--- src/sv/purc_pkg.sv ---
// ----------------------------------------------------------------------------
// purc_pkg
// Shared constants, types and arithmetic helpers of the row-then-column
// phase unwrapper.
// ----------------------------------------------------------------------------
package purc_pkg;

  // Frame geometry
  localparam int MAX_SIDE = 512;
  localparam int POS_W    = $clog2(MAX_SIDE);       // column / row index
  localparam int SE_W     = $clog2(MAX_SIDE + 1);   // holds MAX_SIDE itself
  localparam int SIDE_W   = 10;                     // side_in_use register
  localparam int CMP_W    = (SIDE_W > SE_W) ? SIDE_W : SE_W;

  // Fixed-point phase format
  localparam int PHASE_FRACTION_BITS = 12;
  localparam int PHASE_W = 15;                      // wrapped input sample
  localparam int RES_W   = 32;                      // unwrapped value

  // 2pi in Q.F, rounded to nearest, and pi rounded down
  localparam longint unsigned TWO_PI_Q32 = 64'd26986075409;
  localparam longint TWO_PI_Q =
    longint'((TWO_PI_Q32 + (64'd1 << (31 - PHASE_FRACTION_BITS)))
             >> (32 - PHASE_FRACTION_BITS));
  localparam longint HALF_PI2_Q = TWO_PI_Q / 2;

  // 2pi lies in [2^(F+2), 2^(F+3))
  localparam int TP_W = PHASE_FRACTION_BITS + 3;

  // Biased difference a = d + pi, wide enough for two 32-bit operands
  localparam int A_W   = 34;
  localparam int SUM_W = A_W + 2;

  // Whole number of turns just above 2^32, keeps the dividend non-negative
  localparam longint TURN_BIAS =
    ((longint'(1) << 32) + TWO_PI_Q - 1) / TWO_PI_Q * TWO_PI_Q;

  // Reciprocal reduction: 2pi = 8 * odd part (25736 = 8 * 3217 at Q.12),
  // so the quotient is (dividend >> 3) times a rounded-up reciprocal of the
  // odd part, exact for every dividend below 2^DVD_W
  localparam int     DVD_W       = A_W;
  localparam int     TP_SHIFT    = 3;
  localparam longint TP_ODD      = TWO_PI_Q >> TP_SHIFT;
  localparam int     NUM_W       = DVD_W - TP_SHIFT;
  localparam int     RECIP_SHIFT = NUM_W + $clog2(TP_ODD);
  localparam longint RECIP_M     =
    ((longint'(1) << RECIP_SHIFT) + TP_ODD - 1) / TP_ODD;
  localparam int     RECIP_W     = 32;
  localparam int     PROD_W      = NUM_W + RECIP_W;
  localparam int     QUO_W       = PROD_W - RECIP_SHIFT;

  // Per-step control from the sequencer
  typedef struct packed {
    logic accept;      // input transaction taken
    logic restart;     // frame restart after a side write
    logic row_zero;    // start of a row: clear row offset
    logic row_update;  // apply row correction
    logic row_value;   // form row-unwrapped value
    logic col_prep;    // form column difference
    logic col_zero;    // first row: clear column offset
    logic col_update;  // apply column correction
    logic col_write;   // write back line store entry
  } step_ctrl_t;

  // Clip to signed 32 bits
  function automatic logic signed [RES_W-1:0] sat32(input logic signed [SUM_W-1:0] v);
    logic hi_ones;
    logic hi_zeros;
    hi_ones  = &v[SUM_W-1:RES_W-1];
    hi_zeros = ~|v[SUM_W-1:RES_W-1];
    if (hi_ones || hi_zeros) begin
      return v[RES_W-1:0];
    end else if (v[SUM_W-1]) begin
      return {1'b1, {(RES_W-1){1'b0}}};
    end else begin
      return {1'b0, {(RES_W-1){1'b1}}};
    end
  endfunction

  // off - k*2pi, where k*2pi = a - r with r the floored remainder of a
  function automatic logic signed [RES_W-1:0] offset_step(
    input logic signed [RES_W-1:0] off,
    input logic signed [A_W-1:0]   a,
    input logic [TP_W-1:0]         r
  );
    logic signed [SUM_W-1:0] s;
    s = SUM_W'(off) - SUM_W'(a) + $signed(SUM_W'(r));
    return sat32(s);
  endfunction

endpackage

--- src/sv/purc_rem.sv ---
// ----------------------------------------------------------------------------
// purc_rem
// Floored remainder of a biased phase difference by 2pi, by reciprocal
// multiplication in three steps: capture, quotient, remainder.
// ----------------------------------------------------------------------------
module purc_rem (
  input  logic                              clk,
  input  logic                              rst,
  input  logic                              start,
  input  logic signed [purc_pkg::A_W-1:0]   a,
  output logic                              done,
  output logic [purc_pkg::TP_W-1:0]         rem
);

  logic signed [purc_pkg::A_W:0]     biased;
  logic [purc_pkg::DVD_W-1:0]        dvd;
  logic [purc_pkg::DVD_W-1:0]        dvd_q;
  logic [purc_pkg::PROD_W-1:0]       prod;
  logic [purc_pkg::QUO_W-1:0]        quo;
  logic                              quo_pending;
  logic                              rem_pending;

  // Whole turns added so the dividend never goes negative
  assign biased = (purc_pkg::A_W + 1)'(a) + (purc_pkg::A_W + 1)'(purc_pkg::TURN_BIAS);
  assign dvd    = biased[purc_pkg::DVD_W-1:0];

  // Dividend over 8 times the reciprocal of the odd part of 2pi
  assign prod = purc_pkg::PROD_W'(dvd_q[purc_pkg::DVD_W-1:purc_pkg::TP_SHIFT])
              * purc_pkg::PROD_W'(purc_pkg::RECIP_M);

  // Stage flags and done pulse
  always_ff @(posedge clk) begin
    if (rst) begin
      quo_pending <= 1'b0;
      rem_pending <= 1'b0;
      done        <= 1'b0;
    end else begin
      quo_pending <= start;
      rem_pending <= quo_pending;
      done        <= rem_pending;
    end
  end

  // Dividend, quotient and remainder registers
  always_ff @(posedge clk) begin
    if (start) begin
      dvd_q <= dvd;
    end
    if (quo_pending) begin
      quo <= prod[purc_pkg::PROD_W-1:purc_pkg::RECIP_SHIFT];
    end
    if (rem_pending) begin
      rem <= purc_pkg::TP_W'(dvd_q - purc_pkg::DVD_W'(quo)
                                     * purc_pkg::DVD_W'(purc_pkg::TWO_PI_Q));
    end
  end

endmodule

--- config.mk ---
export PLATFORM = sky130hd
export DESIGN_NAME = purc_rem
export DESIGN_NICKNAME = d
export VERILOG_FILES = /design/src/sv/purc_pkg.sv /design/src/sv/purc_rem.sv
export SDC_FILE = /design/constraint.sdc
export NUM_CORES = 1
export LEC_CHECK = 0
export ABC_AREA = 1
export BUFFER_PORTS_ARGS = -buffer_cell sky130_fd_sc_hd__buf_2
export CAP_MARGIN = 30
export CELL_PAD_IN_SITES_DETAIL_PLACEMENT = 0
export CELL_PAD_IN_SITES_GLOBAL_PLACEMENT = 1
export CORE_MARGIN = 8
export CORE_UTILIZATION = 45
export CTS_CLUSTER_DIAMETER = 40
export DETAILED_ROUTE_END_ITERATION = 16
export HOLD_SLACK_MARGIN = 0.05
export PLACE_DENSITY_LB_ADDON = 0.2
export SLEW_MARGIN = 40
export SYNTH_ARGS = -nofsm -noshare
export SYNTH_HDL_FRONTEND = slang
export SYNTH_SLANG_ARGS = --single-unit
--- constraint.sdc ---
create_clock -name clk -period 13.9 [get_ports clk]
set_input_delay 0.695 -clock clk [delete_from_list [all_inputs] [get_ports clk]]
set_output_delay 0.695 -clock clk [all_outputs]
set_load 0.03 [all_outputs]
==> reports/summary.txt, run 1 <==
Status -> completed
Finished Layout Cells -> 2951
Critical Path Most Common Cell -> inv_1
Fmax -> 0.146 GHz
Synthesized area -> 19600 µm²
Std-Cell Rows -> 76
H-tree levels -> 3
Post-layout nets -> 3091
CTS buffer count -> 9
Share of layout cells above drive strength 1 -> 3.38%
Hold slack -> 426 ps
Vias in the first global route -> 15800
CP arrival -> 7000 ps
Post-route antenna net violation count -> 0
Top Family by Delay on Critical Path -> adder cells
Crit-path max FO -> 10
Netlist cell types -> 35
Synth Register Bits -> 64
Synth top area share -> 35.6%
Clk pin slew, worst setup/hold paths -> 60 ps
Most common cell after layout, fill and taps aside -> inv_1
Crit path largest cell delay -> 730 ps
IO Port Bufs -> 52
Fin. max-slew vios -> 0
Max_cap viols -> 0
Worst slew pin tran -> 834 ps
Routed WL -> 58000 µm
Via-per-instance ratio -> 4.81
Hold Buf Count CTS -> 0
Clock skew -> 13.6 ps
Setup Buffers After CTS -> 0
Die area -> 50400 µm²
Clock sink total -> 64
Setup violators final -> 0
Core ar. -> 43000 µm²
Clk buf depth -> 2
DRC -> 0
1st-pass router iterations -> 5
Ant. Diodes -> 0
RSZ-0062 raised after global routing -> no
Fin. Hold Viols -> 0
Die boundary width -> 224 µm
Post-CTS sizing -> 0
Slowest cell on crit path -> edfxtp_1
Min-Delay Path Class -> register to register
Crit start category -> register
Synthesis-to-layout area growth -> 6.53%
Clock latency at the later pin of the worst-skew pair -> 370 ps
Routed vias -> 14200
Setup CP Type -> register to register
Setup TNS -> 0 ps
Placed Cells -> 2935
Dpl hpwl -> 52900 µm
Number of antenna violations at the first check in global routing -> 0
Die Y -> 224 µm
Final instance area -> 20800 µm²
Post-Synthesis Cells -> 2296
Syn Area/Cell -> 8.52 µm²
Initial Util -> 45.5%
Gr usage total -> 24.2%
Most frequent cells in the layout -> 761 x inv_1, 409 x nand2_1, 348 x fa_1
Top cells by area, synth -> fa_1 36%, ha_1 22%, inv_1 15%, edfxtp_1 9.4%, nand2_1 7.9%
Starting DRT DRC Count -> 720
DR WL/cell -> 19.6 µm
Total grt overflow -> 0
First-pass GRT wire length -> 90900 µm
Fillers -> 4318
Area leader, netlist -> fa_1
Synth Warn # -> 0
Placed Area -> 20600 µm²
Critical Path RT -> 14030 ps
Root buffer cell -> clkbuf_16
Post-synthesis sequential area ratio -> 9.67%
Worst relative slew slack -> 44.4%
Routability cong. -> 0.976
Largest net degree at the start of global routing -> 36
Crit path time final -> 6870 ps
I/O pins -> 53
Crit. End Element -> register
Buf/Inv on CP -> 9
Final Cycle Share -> 49.4%
CTS tree -> built
Synth Net Count -> 3026
## cell families after synthesis
| group | after synthesis | synth area share (%) |
|---|---|---|
| compound gates | 94 | 2.71 |
| xor+xnor | 49 | 2.19 |
| fa+ha+maj | 693 | 57.7 |
| buf+inv | 766 | 14.7 |
| flops | 64 | 9.67 |
| simple gates | 630 | 13.0 |
## per-stage QoR
stage	setup WS (ps)	utilization, %
after floorplan	7810	-
final	7030	48.5
after global placement	7080	47.8
after global routing	6710	48.5
after detailed placement	7050	47.8
after CTS	7050	48.5
## sequential cells by signal, indices dropped and copies added, names as in the netlist
name	cells
quo	12
done	1
rem_pending	1
rem	15
quo_pending	1
dvd_q	34
## cell usage after synthesis, drive strengths merged
cell / count
inv: 765
nand2: 411
fa: 348
ha: 345
nor2: 117
edfxtp: 61
nand3: 59
a21oi: 53
xor2: 30
o21ai: 27
nand4: 21
xnor2: 19
nor3: 15
o21bai: 6
dfxtp: 3
a21o: 2
a31oi: 2
and2: 2
nor4: 2
clkinv: 1
nand2b: 1
nand3b: 1
nor4b: 1
o211ai: 1
o21a: 1
o221ai: 1
o22ai: 1
## path summary, 6_finish.rpt
path / start / end / slack [ps] / cells past startpoint
worst min register to register: dvd_q[0]$_DFFE_PP_ / rem[0]$_DFFE_PP_ / 430 / 0
worst min-delay path: dvd_q[0]$_DFFE_PP_ / rem[0]$_DFFE_PP_ / 430 / 0
worst max register to register: dvd_q[7]$_DFFE_PP_ / quo[7]$_DFFE_PP_ / 7030 / 27
worst max-delay path: dvd_q[7]$_DFFE_PP_ / quo[7]$_DFFE_PP_ / 7030 / 27
## worst register-to-register path: cells and delay by family, from the launching register on
| kind | cells | cell delay [ps] |
|---|---|---|
| adders and majority gates | 9 | 4200 |
| DFF | 1 | 730 |
| and+or+nand+nor | 8 | 710 |
| buffers and inverters | 9 | 650 |
| AOI/OAI and AO/OA | 1 | 330 |
## routing by layer
layer / part of all wire, % / GRT usage, %
met5: 0 / 0
met4: 4.0 / 9.18
met3: 4.2 / 3.67
met2: 49 / 42.3
met1: 43 / 29.9
## area by class of cell
class	count	area, µm²	area share (%)
Timing Repair Buffer	54	278	1.33
Clock buffer	11	233	1.12
Multi-Input combinational cell	1466	14800	71.0
Inverter	766	2880	13.8
Tap cell	585	732	3.51
Sequential cell	64	1890	9.08
Clock inverter	5	33.8	0.162
Power of run 1 is not shown: default switching activity piles up to over one toggle a cycle in this logic, so the estimate is an artifact.
==> run 2, diff against run 1 <==
- clock period: 13.9 -> 6.6 ns (I/O delays scaled with it)
==> run 2 against run 1 <==
Against the previous run: routed wire length rose by 0.28%; highest routed layer unchanged; final area rose by 2.2%; non-clock buffer count rose by 44; fmax rose by 8.9%; flip-flop and latch count did not move; clock-buffer cell count rose by 2; worst setup slack got worse by 6700 ps.
==> reports/summary.txt, run 2 (synthesis results as in run 1) <==
Status -> completed
RSZ-0062 raised after global routing -> yes
Regs by FF count -> dvd_q (34), rem (15), quo (12)
Routability cong. -> 0.937
Critical Path RT -> 6730 ps
CTS buffer count -> 9
Crit-path max FO -> 4
Worst slew pin tran -> 726 ps
Final instance area -> 21300 µm²
Die boundary width -> 224 µm
Hold Buf Count CTS -> 0
Setup WS pre-CTS -> 84.3 ps
Max reg flops -> 34
Std-Cell Rows -> 76
Clock sink total -> 64
Synthesis-to-layout area growth -> 8.87%
Fmax -> 0.159 GHz
Via-per-instance ratio -> 4.83
Post-layout nets -> 3135
Fin. Hold Viols -> 0
Vias in the first global route -> 16100
Dpl hpwl -> 53100 µm
Clk buf depth -> 2
Routed vias -> 14500
Final Cycle Share -> 95.5%
Crit path largest cell delay -> 530 ps
Hold slack -> 131 ps
Fin. max-slew vios -> 0
Worst relative slew slack -> 51.5%
Number of antenna violations at the first check in global routing -> 0
Max_cap viols -> 0
DR WL/cell -> 19.4 µm
Setup violators final -> 0
Gr usage total -> 24.2%
CTS tree -> built
Routed WL -> 58100 µm
Slowest cell on crit path -> fa_1
Share of layout cells above drive strength 1 -> 6.10%
Total grt overflow -> 0
DRC -> 0
Initial Util -> 45.5%
First-pass GRT wire length -> 91400 µm
Die area -> 50400 µm²
Clock skew -> 15.6 ps
H-tree levels -> 3
CP arrival -> 6440 ps
Min-Delay Path Class -> primary input to register
Crit start category -> register
Setup CP Type -> register to register
Crit-path cells -> inv_1 -> fa_1 -> inv_1 -> fa_1 -> fa_1 -> inv_1 -> fa_1 -> inv_1 -> fa_1 -> inv_1 -> fa_1 -> inv_1 -> fa_1 -> inv_1 -> fa_1 -> inv_1 -> ha_1 -> nand2_2 -> nor2_1 -> nand2_1 -> nor3_1 -> nand3_2 -> nand4_1 -> nand2_1
Core ar. -> 43000 µm²
Starting DRT DRC Count -> 603
Post-route antenna net violation count -> 0
Crit. End Element -> register
Crit path time final -> 6300 ps
Setup slack after layout -> 296 ps
Largest Register -> dvd_q
Die Y -> 224 µm
Largest net degree at the start of global routing -> 36
Clock latency at the later pin of the worst-skew pair -> 380 ps
IO Port Bufs -> 52
I/O pins -> 53
Most common cell after layout, fill and taps aside -> inv_1
Root buffer cell -> clkbuf_16
Clk pin slew, worst setup/hold paths -> 60 ps
Ant. Diodes -> 0
Placed Area -> 20900 µm²
Most frequent cells in the layout -> 760 x inv_1, 405 x nand2_1, 347 x fa_1
Setup TNS -> 0 ps
1st-pass router iterations -> 4
[run 2: timing repair]
action / 4_1_cts / 5_1_grt
setup buffers: 0 / 1
endpoints found under the setup margin: 0 / 12
endpoints found under the hold margin: 0 / 0
gates resized for setup: 0 / 25
[run 2: cell type report]
class                   instances  area, µm²
inverters                     766       2880
fillers                      4286      21700
repair buffers                 98        621
multi-input cells            1466      14900
flip-flops and latches         64       1890
clock buffers                  13        260
clock inverters                 3       40.0
well taps                     585        732
[run 2: layer usage]
metal	wire [µm]	global-route usage [%]	vias to the layer above	part of all wire, %
met5	0	0	-	0
met4	1350	5.85	0	2.3
met3	1450	2.58	53	2.5
met2	29500	44.4	213	51
met1	25900	30.2	7203	44
li1	-	-	7011	-
[run 2: worst max-delay path: cells and delay by family, from the launching register on]
kind | cells | cell delay (ps)
adders and majority gates | 9 | 4170
and+or+nand+nor | 7 | 930
DFF | 1 | 410
buffers and inverters | 8 | 530
[run 2: worst paths after layout]
kind         cells after the start               start  slack [ps]            endpoint
max                             24  dvd_q[9]$_DFFE_PP_         300    quo[3]$_DFFE_PP_
min                              1                a[0]         130  dvd_q[0]$_DFFE_PP_
max reg2reg                     24  dvd_q[9]$_DFFE_PP_         300    quo[3]$_DFFE_PP_
min reg2reg                      0  dvd_q[1]$_DFFE_PP_         420    rem[1]$_DFFE_PP_
[run 2: per-stage QoR]
| stage | utilization (%) | instances |
|---|---|---|
| 6_report | 49.5 | 2995 |
| 5_1_grt | 49.5 | 2995 |
| 4_1_cts | 49.3 | 2994 |
| 3_5_place_dp | 48.6 | 2978 |
| 3_3_place_gp | 48.6 | 2978 |
| 2_1_floorplan | - | 2296 |
Power of run 2 is left out for the same reason.
