==> src/sv/purc_pkg.sv <==
// ----------------------------------------------------------------------------
// purc_pkg
// Shared constants, types and arithmetic helpers of the row-then-column
// phase unwrapper.
// ----------------------------------------------------------------------------
package purc_pkg;

  // Frame geometry
  localparam int MAX_SIDE = 512;
  localparam int POS_W    = $clog2(MAX_SIDE);       // column / row index
  localparam int SE_W     = $clog2(MAX_SIDE + 1);   // holds MAX_SIDE itself
  localparam int SIDE_W   = 10;                     // side_in_use register
  localparam int CMP_W    = (SIDE_W > SE_W) ? SIDE_W : SE_W;

  // Fixed-point phase format
  localparam int PHASE_FRACTION_BITS = 12;
  localparam int PHASE_W = 15;                      // wrapped input sample
  localparam int RES_W   = 32;                      // unwrapped value

  // 2pi in Q.F, rounded to nearest, and pi rounded down
  localparam longint unsigned TWO_PI_Q32 = 64'd26986075409;
  localparam longint TWO_PI_Q =
    longint'((TWO_PI_Q32 + (64'd1 << (31 - PHASE_FRACTION_BITS)))
             >> (32 - PHASE_FRACTION_BITS));
  localparam longint HALF_PI2_Q = TWO_PI_Q / 2;

  // 2pi lies in [2^(F+2), 2^(F+3))
  localparam int TP_W = PHASE_FRACTION_BITS + 3;

  // Biased difference a = d + pi, wide enough for two 32-bit operands
  localparam int A_W   = 34;
  localparam int SUM_W = A_W + 2;

  // Whole number of turns just above 2^32, keeps the dividend non-negative
  localparam longint TURN_BIAS =
    ((longint'(1) << 32) + TWO_PI_Q - 1) / TWO_PI_Q * TWO_PI_Q;

  // Reciprocal reduction: 2pi = 8 * odd part (25736 = 8 * 3217 at Q.12),
  // so the quotient is (dividend >> 3) times a rounded-up reciprocal of the
  // odd part, exact for every dividend below 2^DVD_W
  localparam int     DVD_W       = A_W;
  localparam int     TP_SHIFT    = 3;
  localparam longint TP_ODD      = TWO_PI_Q >> TP_SHIFT;
  localparam int     NUM_W       = DVD_W - TP_SHIFT;
  localparam int     RECIP_SHIFT = NUM_W + $clog2(TP_ODD);
  localparam longint RECIP_M     =
    ((longint'(1) << RECIP_SHIFT) + TP_ODD - 1) / TP_ODD;
  localparam int     RECIP_W     = 32;
  localparam int     PROD_W      = NUM_W + RECIP_W;
  localparam int     QUO_W       = PROD_W - RECIP_SHIFT;

  // Per-step control from the sequencer
  typedef struct packed {
    logic accept;      // input transaction taken
    logic restart;     // frame restart after a side write
    logic row_zero;    // start of a row: clear row offset
    logic row_update;  // apply row correction
    logic row_value;   // form row-unwrapped value
    logic col_prep;    // form column difference
    logic col_zero;    // first row: clear column offset
    logic col_update;  // apply column correction
    logic col_write;   // write back line store entry
  } step_ctrl_t;

  // Clip to signed 32 bits
  function automatic logic signed [RES_W-1:0] sat32(input logic signed [SUM_W-1:0] v);
    logic hi_ones;
    logic hi_zeros;
    hi_ones  = &v[SUM_W-1:RES_W-1];
    hi_zeros = ~|v[SUM_W-1:RES_W-1];
    if (hi_ones || hi_zeros) begin
      return v[RES_W-1:0];
    end else if (v[SUM_W-1]) begin
      return {1'b1, {(RES_W-1){1'b0}}};
    end else begin
      return {1'b0, {(RES_W-1){1'b1}}};
    end
  endfunction

  // off - k*2pi, where k*2pi = a - r with r the floored remainder of a
  function automatic logic signed [RES_W-1:0] offset_step(
    input logic signed [RES_W-1:0] off,
    input logic signed [A_W-1:0]   a,
    input logic [TP_W-1:0]         r
  );
    logic signed [SUM_W-1:0] s;
    s = SUM_W'(off) - SUM_W'(a) + $signed(SUM_W'(r));
    return sat32(s);
  endfunction

endpackage

==> src/sv/purc_row.sv <==
// ----------------------------------------------------------------------------
// purc_row
// Row pass: previous sample, running row offset and the row-unwrapped value.
// ----------------------------------------------------------------------------
module purc_row (
  input  logic                                 clk,
  input  logic                                 rst,
  input  purc_pkg::step_ctrl_t                 ctrl,
  input  logic signed [purc_pkg::PHASE_W-1:0]  x,
  input  logic [purc_pkg::TP_W-1:0]            rem,
  output logic signed [purc_pkg::A_W-1:0]      row_a,
  output logic signed [purc_pkg::RES_W-1:0]    row_val
);

  logic signed [purc_pkg::PHASE_W-1:0]  prev_sample;
  logic signed [purc_pkg::PHASE_W-1:0]  cur_x;
  logic signed [purc_pkg::RES_W-1:0]    row_offset;

  // Row state, cleared at reset and frame restart
  always_ff @(posedge clk) begin
    if (rst || ctrl.restart) begin
      prev_sample <= '0;
      row_offset  <= '0;
    end else begin
      if (ctrl.accept) begin
        prev_sample <= x;
      end
      if (ctrl.row_zero) begin
        row_offset <= '0;
      end else if (ctrl.row_update) begin
        row_offset <= purc_pkg::offset_step(row_offset, row_a, rem);
      end
    end
  end

  // Neighbour difference plus pi, and the row value
  always_ff @(posedge clk) begin
    if (ctrl.accept) begin
      cur_x <= x;
      row_a <= purc_pkg::A_W'(x) - purc_pkg::A_W'(prev_sample)
             + purc_pkg::A_W'(purc_pkg::HALF_PI2_Q);
    end
    if (ctrl.row_value) begin
      row_val <= purc_pkg::sat32(purc_pkg::SUM_W'(cur_x) + purc_pkg::SUM_W'(row_offset));
    end
  end

endmodule

==> config.mk <==
export PLATFORM = sky130hd
export DESIGN_NAME = purc_row
export DESIGN_NICKNAME = d
export VERILOG_FILES = /design/src/sv/purc_pkg.sv /design/src/sv/purc_row.sv
export SDC_FILE = /design/constraint.sdc
export NUM_CORES = 1
export LEC_CHECK = 0
export BUFFER_PORTS_ARGS = -buffer_cell sky130_fd_sc_hd__buf_2
export CORE_MARGIN = 1.5
export CORE_UTILIZATION = 36
export CTS_CLUSTER_SIZE = 28
export DETAILED_ROUTE_END_ITERATION = 6
export PLACE_DENSITY_LB_ADDON = 0.25
export SLEW_MARGIN = 20
export SYNTH_ARGS = -nofsm -noshare
export SYNTH_HDL_FRONTEND = slang
export SYNTH_SLANG_ARGS = --single-unit
==> constraint.sdc <==
create_clock -name clk -period 4.46 [get_ports clk]
set_input_delay 0.223 -clock clk [delete_from_list [all_inputs] [get_ports clk]]
set_output_delay 0.223 -clock clk [all_outputs]
set_load 0.02 [all_outputs]
==> impl_metrics.py, run 1 <==
metrics = {
    "yosys": {
        "synthTopCellsByArea": "edfxtp_1, ha_1, dfxtp_1, inv_1, xnor2_1",
        "ys_types": 65,
        "ys_ff_latch": 111,
        "syn_nets": 1079,
        "synth_top_area_share_pct": 22.0,
        "synth_cells": 908,
        "synthesis.area_um2": 8740,
        "synthTopCellsByCount": "ha_1, inv_1, a21oi_1",
        "yosys.area.top_type": "edfxtp_1",
        "yosysMostFrequentCell": "ha_1",
        "yosysSeqAreaShare_pct": 32.7,
        "avgSynthCellArea_um2": 9.63,
        "synth_async_sr_flop_share_pct": 0,
        "synth_edf_count": 64,
        "ys.flop_type": "edfxtp_1",
        "yosys_warnings": 0,
    },
    "grt": {
        "grt_pass1_vias": 6183,
        "antenna_found_initial": 0,
        "gr-total-overflow": 0,
        "grt_pass1_wl_um": 31600,
        "grt_max_degree": 48,
        "grt_usage_pct": 15.4,
    },
    "setup_path": {
        "path_buf_inv": 3,
        "crit_required_ns": 4.76,
        "rrSetupSlack_ns": 0.43,
        "cp-start-kind": "flip-flop",
        "end_kind": "flip-flop",
        "path_cells": "inv_1 -> fa_1 -> inv_1 -> fa_1 -> a211oi_1 -> o21ai_1 -> o31ai_4 -> o311a_1 -> nor2_1 -> a21oi_1 -> xnor2_1 -> o41ai_4 -> buf_4 -> o221a_2",
        "crit_type": "flip-flop to flip-flop",
        "cp_max_fo": 31,
        "worstPathArrival_ns": 4.32,
        "rr_worst_depth": 14,
        "cp_slowest_cell": "fa_1",
        "regToRegStartpoint": "row_offset[1]$_SDFFE_PP0P_",
        "cpPeakStageDelay_ns": 0.48,
        "cpLargestDelayFamily": "compound AO/OA/AOI/OAI gates",
        "r2r-end": "row_offset[22]$_SDFFE_PP0P_",
    },
    "timing": {
        "max_freq_mhz": 248,
        "rsz0062_at_grt": "false",
        "post-route-min-period_ns": 4.03,
        "relSlewSlack_pct": 50.8,
        "setup_slack_ns": 0.431,
        "worst_clock_skew_ns": 0.0102,
        "slew_viol_final": 0,
        "final_hold_viol_count": 0,
        "setup_tns_ns": 0,
        "finalCritPeriodShare_pct": 90.3,
        "setup_viol": 0,
        "worst_slew_pin_slew_ns": 0.739,
    },
    "clock_network": {
        "clk_path_buf_depth": 2,
        "clk_latency_ns": 0.35,
        "root_buffer": "clkbuf_16",
        "ctsHoldBuffers": 0,
        "cts_setup_buffers": 0,
        "cts_resized": 0,
        "htree_levels": 3,
        "clk_pin_slew_ns": 0.08,
        "clkSinkCount": 111,
        "cts_tree": "built",
        "cts_made_buffers": 9,
    },
    "drt": {
        "viasPerCell": 5.04,
        "wl_per_cell_um": 14.8,
        "drt-total-wl_um": 19400,
        "firstDrtPassIters": 5,
        "ant_nets": 0,
        "detail_route.drc_violations": 0,
        "drtIter0Drc": 221,
        "vias": 6606,
    },
    "placement": {
        "port_buffers": 102,
        "detailedPlace.worstSlack_ns": 0.465,
        "place.gp.congestion": 0.840,
        "hpwl_um": 16000,
        "dp_cells": 1294,
        "place_area_um2": 9490,
    },
    "min_path": {
        "hp-class": "primary input to flip-flop",
        "hold_start": "x[9]",
        "whs_endpoint": "cur_x[9]$_DFFE_PP_",
        "hold_path_depth": 1,
    },
    "finish": {
        "nets": 1157,
        "drive_gt1_share_pct": 17.2,
        "final_cell_area_um2": 9790,
        "final_cells": 1310,
        "layout.area.seq_um2": 2860,
        "diodes": 0,
        "synthToLayoutAreaGrowth_pct": 12.0,
        "num-fill-cells": 2411,
        "multi_input_area_um2": 5230,
    },
    "die": {
        "core_area_um2": 23700,
        "num_rows": 56,
        "initial_core_util_pct": 36.9,
        "die_w_um": 159,
        "ios": 107,
        "die_y_um": 159,
        "dieArea_um2": 25200,
    },
    "job": {
        "max-cap-violations": 0,
    },
    "power": {
        "p_switching_mw": 1.33,
        "leakagePower_nw": 4.50,
        "p_comb_share_pct": 40.7,
        "seq_power_share_pct": 36.5,
        "p_clk_share_pct": 22.8,
        "irDropWorstVdd_uv": 178,
        "p_per_area_nw_per_um2": 360,
        "swShare_pct": 37.8,
        "internal_power_mw": 2.19,
    },
    "status": {
        "outcome": "finished, final reports clean",
    },
}
worst register-to-register path, cell delays in order, from the launching register on:
cell and delay, ns:
dfxtp_1 0.43, inv_1 0.08, fa_1 0.48, inv_1 0.07, fa_1 0.48, a211oi_1 0.28
o21ai_1 0.19, o31ai_4 0.35, o311a_1 0.24, nor2_1 0.09, a21oi_1 0.19, xnor2_1 0.15
o41ai_4 0.33, buf_4 0.35, o221a_2 0.25
per-stage QoR:
stage / hold slack [ns] / utilization [%] / power [mW]
finish: 0.0714 / 41.4 / 3.53
global route: 0.0614 / 41.4 / 3.77
CTS: 0.0544 / 41.3 / 3.57
detailed placement: 0.436 / 40.1 / 2.75
global placement: 0.437 / 40.1 / 2.74
floorplan: 0.322 / - / 2.40
placed cells by master, fill, tap and decap left out, types with 21 or more instances in the layout:
cell type,instances
o221a_2,29
a21o_1,26
nand3_1,21
o21ai_0,31
ha_1,113
xor2_1,21
nor2_1,44
nand2_1,39
a21oi_1,76
dfxtp_1,47
xnor2_1,46
buf_2,101
edfxtp_1,64
inv_1,110
power by group through the flow:
stage / clock [mW] / combinational (mW) / sequential (mW)
floorplan: 0 / 1.01 / 1.38
CTS: 0.838 / 1.44 / 1.29
global route: 0.863 / 1.61 / 1.30
finish: 0.805 / 1.43 / 1.29
global placement: 0 / 1.43 / 1.31
detailed placement: 0 / 1.44 / 1.31
worst max-delay path by stage:
stage,start,to,slack (ns),cells after the start
6_report,row_offset[1]$_SDFFE_PP0P_,row_offset[22]$_SDFFE_PP0P_,0.43,14
5_1_grt,row_a[16]$_DFFE_PP_,row_offset[27]$_SDFFE_PP0P_,0.15,13
4_1_cts,cur_x[2]$_DFFE_PP_,row_val[10]$_DFFE_PP_,0.43,11
3_5_place_dp,cur_x[1]$_DFFE_PP_,row_val[10]$_DFFE_PP_,0.47,11
3_3_place_gp,row_offset[1]$_SDFFE_PP0P_,row_offset[30]$_SDFFE_PP0P_,0.50,13
2_1_floorplan,row_a[16]$_DFFE_PP_,row_offset[10]$_SDFFE_PP0P_,0.62,13
registers in the layout (all words and copies together), names as in the netlist:
register / flops
cur_x: 15
row_a: 17
prev_sample: 15
row_offset: 32
row_val: 32
cells by family (layout without fill, tap and decap cells):
logic type                 after synthesis  after routing  share of synthesized area [%]
xor gates and xnor gates                67             67                           6.71
muxes                                   15             15                           1.72
buffers and inverters                  155            238                           7.61
and+or+nand+nor                        154            154                           8.24
AOI/OAI and AO/OA                      267            267                           21.9
adders and majority gates              139            139                           21.1
DFF                                    111            111                           32.7
final cells by class:
type / count / share of cell area, %
clock buffer: 9 / 2.30
multi-input combinational: 642 / 53.4
tap: 319 / 4.08
sequential: 111 / 29.2
clock inverter: 7 / 0.741
timing repair buffer: 112 / 6.00
inverter: 110 / 4.22
metal layers:
layer,track usage [%],routed length (µm)
met1,22.1,10100
met2,23.6,8380
met3,2.98,798
met4,3.73,159
met5,0,0
Note: power is estimated with default switching activity, not from simulation.
==> run 2, diff against run 1 <==
Clock period 4.46 ns to 3.9 ns, I/O delays scaled along.
==> impl_metrics.py, run 2 (synthesis gave the netlist of run 1 again) <==
metrics = {
    "finish": {
        "reg.largest.list": "row_offset (32), row_val (32), row_a (17)",
        "drive_gt1_share_pct": 21.1,
        "nets": 1189,
        "layout.cells.most_common": "ha_1",
        "fin_util_pct": 42.8,
        "mostFrequentLayoutCells": "ha_1, inv_1, buf_2, a21oi_1, edfxtp_1",
        "synthToLayoutAreaGrowth_pct": 15.9,
        "diodes": 0,
    },
    "power": {
        "swShare_pct": 37.0,
        "irDropWorstVdd_uv": 260,
        "internal_power_mw": 2.65,
        "p_switching_mw": 1.56,
        "p_comb_share_pct": 42.3,
        "leakagePower_nw": 4.68,
        "p_per_area_nw_per_um2": 415,
        "p_clk_share_pct": 22.7,
        "seq_power_share_pct": 34.9,
    },
    "die": {
        "die_y_um": 159,
        "initial_core_util_pct": 36.9,
        "die_w_um": 159,
        "num_rows": 56,
        "ios": 107,
        "dieArea_um2": 25200,
        "core_area_um2": 23700,
    },
    "drt": {
        "wl_per_cell_um": 15.0,
        "viasPerCell": 5.08,
        "detail_route.drc_violations": 0,
        "vias": 6816,
        "drt-total-wl_um": 20200,
        "firstDrtPassIters": 5,
        "ant_nets": 0,
        "drtIter0Drc": 251,
    },
    "placement": {
        "port_buffers": 102,
        "hpwl_um": 16400,
        "place.gp.congestion": 0.866,
    },
    "setup_path": {
        "cp_max_fo": 8,
        "path_buf_inv": 2,
        "crit_type": "flip-flop to flip-flop",
        "cp-start-kind": "flip-flop",
        "crit_required_ns": 4.20,
        "cp_slowest_cell": "fa_1",
        "cpPeakStageDelay_ns": 0.53,
        "end_kind": "flip-flop",
        "cpLargestDelayFamily": "compound AO/OA/AOI/OAI gates",
        "worstPathArrival_ns": 4.11,
        "path_cells": "fa_1 -> inv_2 -> fa_2 -> a211oi_2 -> o21ai_2 -> o31ai_4 -> o311a_1 -> nor2_2 -> a21oi_2 -> xnor2_2 -> o41ai_4 -> clkbuf_4 -> o221a_2",
        "rrSetupSlack_ns": 0.09,
    },
    "clock_network": {
        "cts_tree": "built",
        "htree_levels": 3,
        "clkSinkCount": 111,
        "cts_made_buffers": 9,
        "clk_path_buf_depth": 2,
        "clk_pin_slew_ns": 0.08,
        "ctsHoldBuffers": 0,
        "root_buffer": "clkbuf_16",
        "clk_latency_ns": 0.36,
    },
    "timing": {
        "slew_viol_final": 0,
        "setup_viol": 0,
        "final_hold_viol_count": 0,
        "setup_tns_ns": 0,
        "worst_slew_pin_slew_ns": 0.695,
        "relSlewSlack_pct": 53.6,
        "finalCritPeriodShare_pct": 97.7,
        "post-route-min-period_ns": 3.81,
        "worst_clock_skew_ns": 0.0112,
        "max_freq_mhz": 262,
        "hold_slack_ns": 0.0402,
    },
    "min_path": {
        "hp-class": "primary input to flip-flop",
    },
    "grt": {
        "grt_pass1_vias": 6433,
        "grt_usage_pct": 15.9,
        "antenna_found_initial": 0,
        "grt_pass1_wl_um": 32500,
        "gr-total-overflow": 0,
        "grt_max_degree": 48,
    },
    "status": {
        "outcome": "finished, final reports clean",
    },
    "job": {
        "max-cap-violations": 0,
    },
}
[run 2: final cells by class]
type	count	area, µm²
fillers	2352	13500
clock buffers	9	225
well taps	319	399
repair buffers	144	852
clock inverters	7	80.1
multi-input cells	642	5310
flip-flops and latches	111	2860
inverters	110	413
[run 2: path summary, 6_finish.rpt]
check	start	to	cells after the start
setup / recovery	row_a[1]$_DFFE_PP_	row_offset[14]$_SDFFE_PP0P_	13
hold / removal	x[2]	cur_x[2]$_DFFE_PP_	1
setup reg to reg	row_a[1]$_DFFE_PP_	row_offset[14]$_SDFFE_PP0P_	13
hold reg to reg	prev_sample[11]$_SDFFE_PP0P_	prev_sample[11]$_SDFFE_PP0P_	2
[run 2: metal layers]
metal  part of all wire, %  up-vias  track usage, %
met1                    50     3126            22.1
met4                   3.2        0            6.22
li1                      -     3523               -
met2                    43      137            24.6
met5                     0        -               0
met3                   4.0       30            2.72
[run 2: worst reg2reg max path, cell delays in order, from the launching register on]
cell and delay [ns]:
edfxtp_1 0.42, fa_1 0.53, inv_2 0.06, fa_2 0.36, a211oi_2 0.25, o21ai_2 0.12
o31ai_4 0.37, o311a_1 0.27, nor2_2 0.07, a21oi_2 0.17, xnor2_2 0.12, o41ai_4 0.51
clkbuf_4 0.32, o221a_2 0.19
[run 2: timing repair]
action	CTS	global route
endpoints found under the setup margin	0	31
resized for setup	0	21
setup buffers	0	8
[run 2: stage by stage]
stage / cell area, µm² / power [mW] / setup slack [ns] / cells
6_report: 10100 / 4.21 / 0.0884 / 1342
5_1_grt: 10100 / 4.48 / -0.0487 / 1342
4_1_cts: 9980 / 4.18 / 0.0445 / 1333
3_5_place_dp: 9680 / 3.21 / 0.0904 / 1317
3_3_place_gp: 9680 / 3.20 / 0.153 / 1317
2_1_floorplan: 8740 / 2.74 / 0.0581 / 908
[run 2: power by group through the flow]
stage / Combinational (mW) / Clock, mW / Sequential, mW
after floorplan: 1.16 / 0 / 1.58
after global placement: 1.70 / 0 / 1.50
after detailed placement: 1.71 / 0 / 1.50
after CTS: 1.72 / 0.988 / 1.47
after global routing: 1.98 / 1.02 / 1.48
final: 1.78 / 0.957 / 1.47
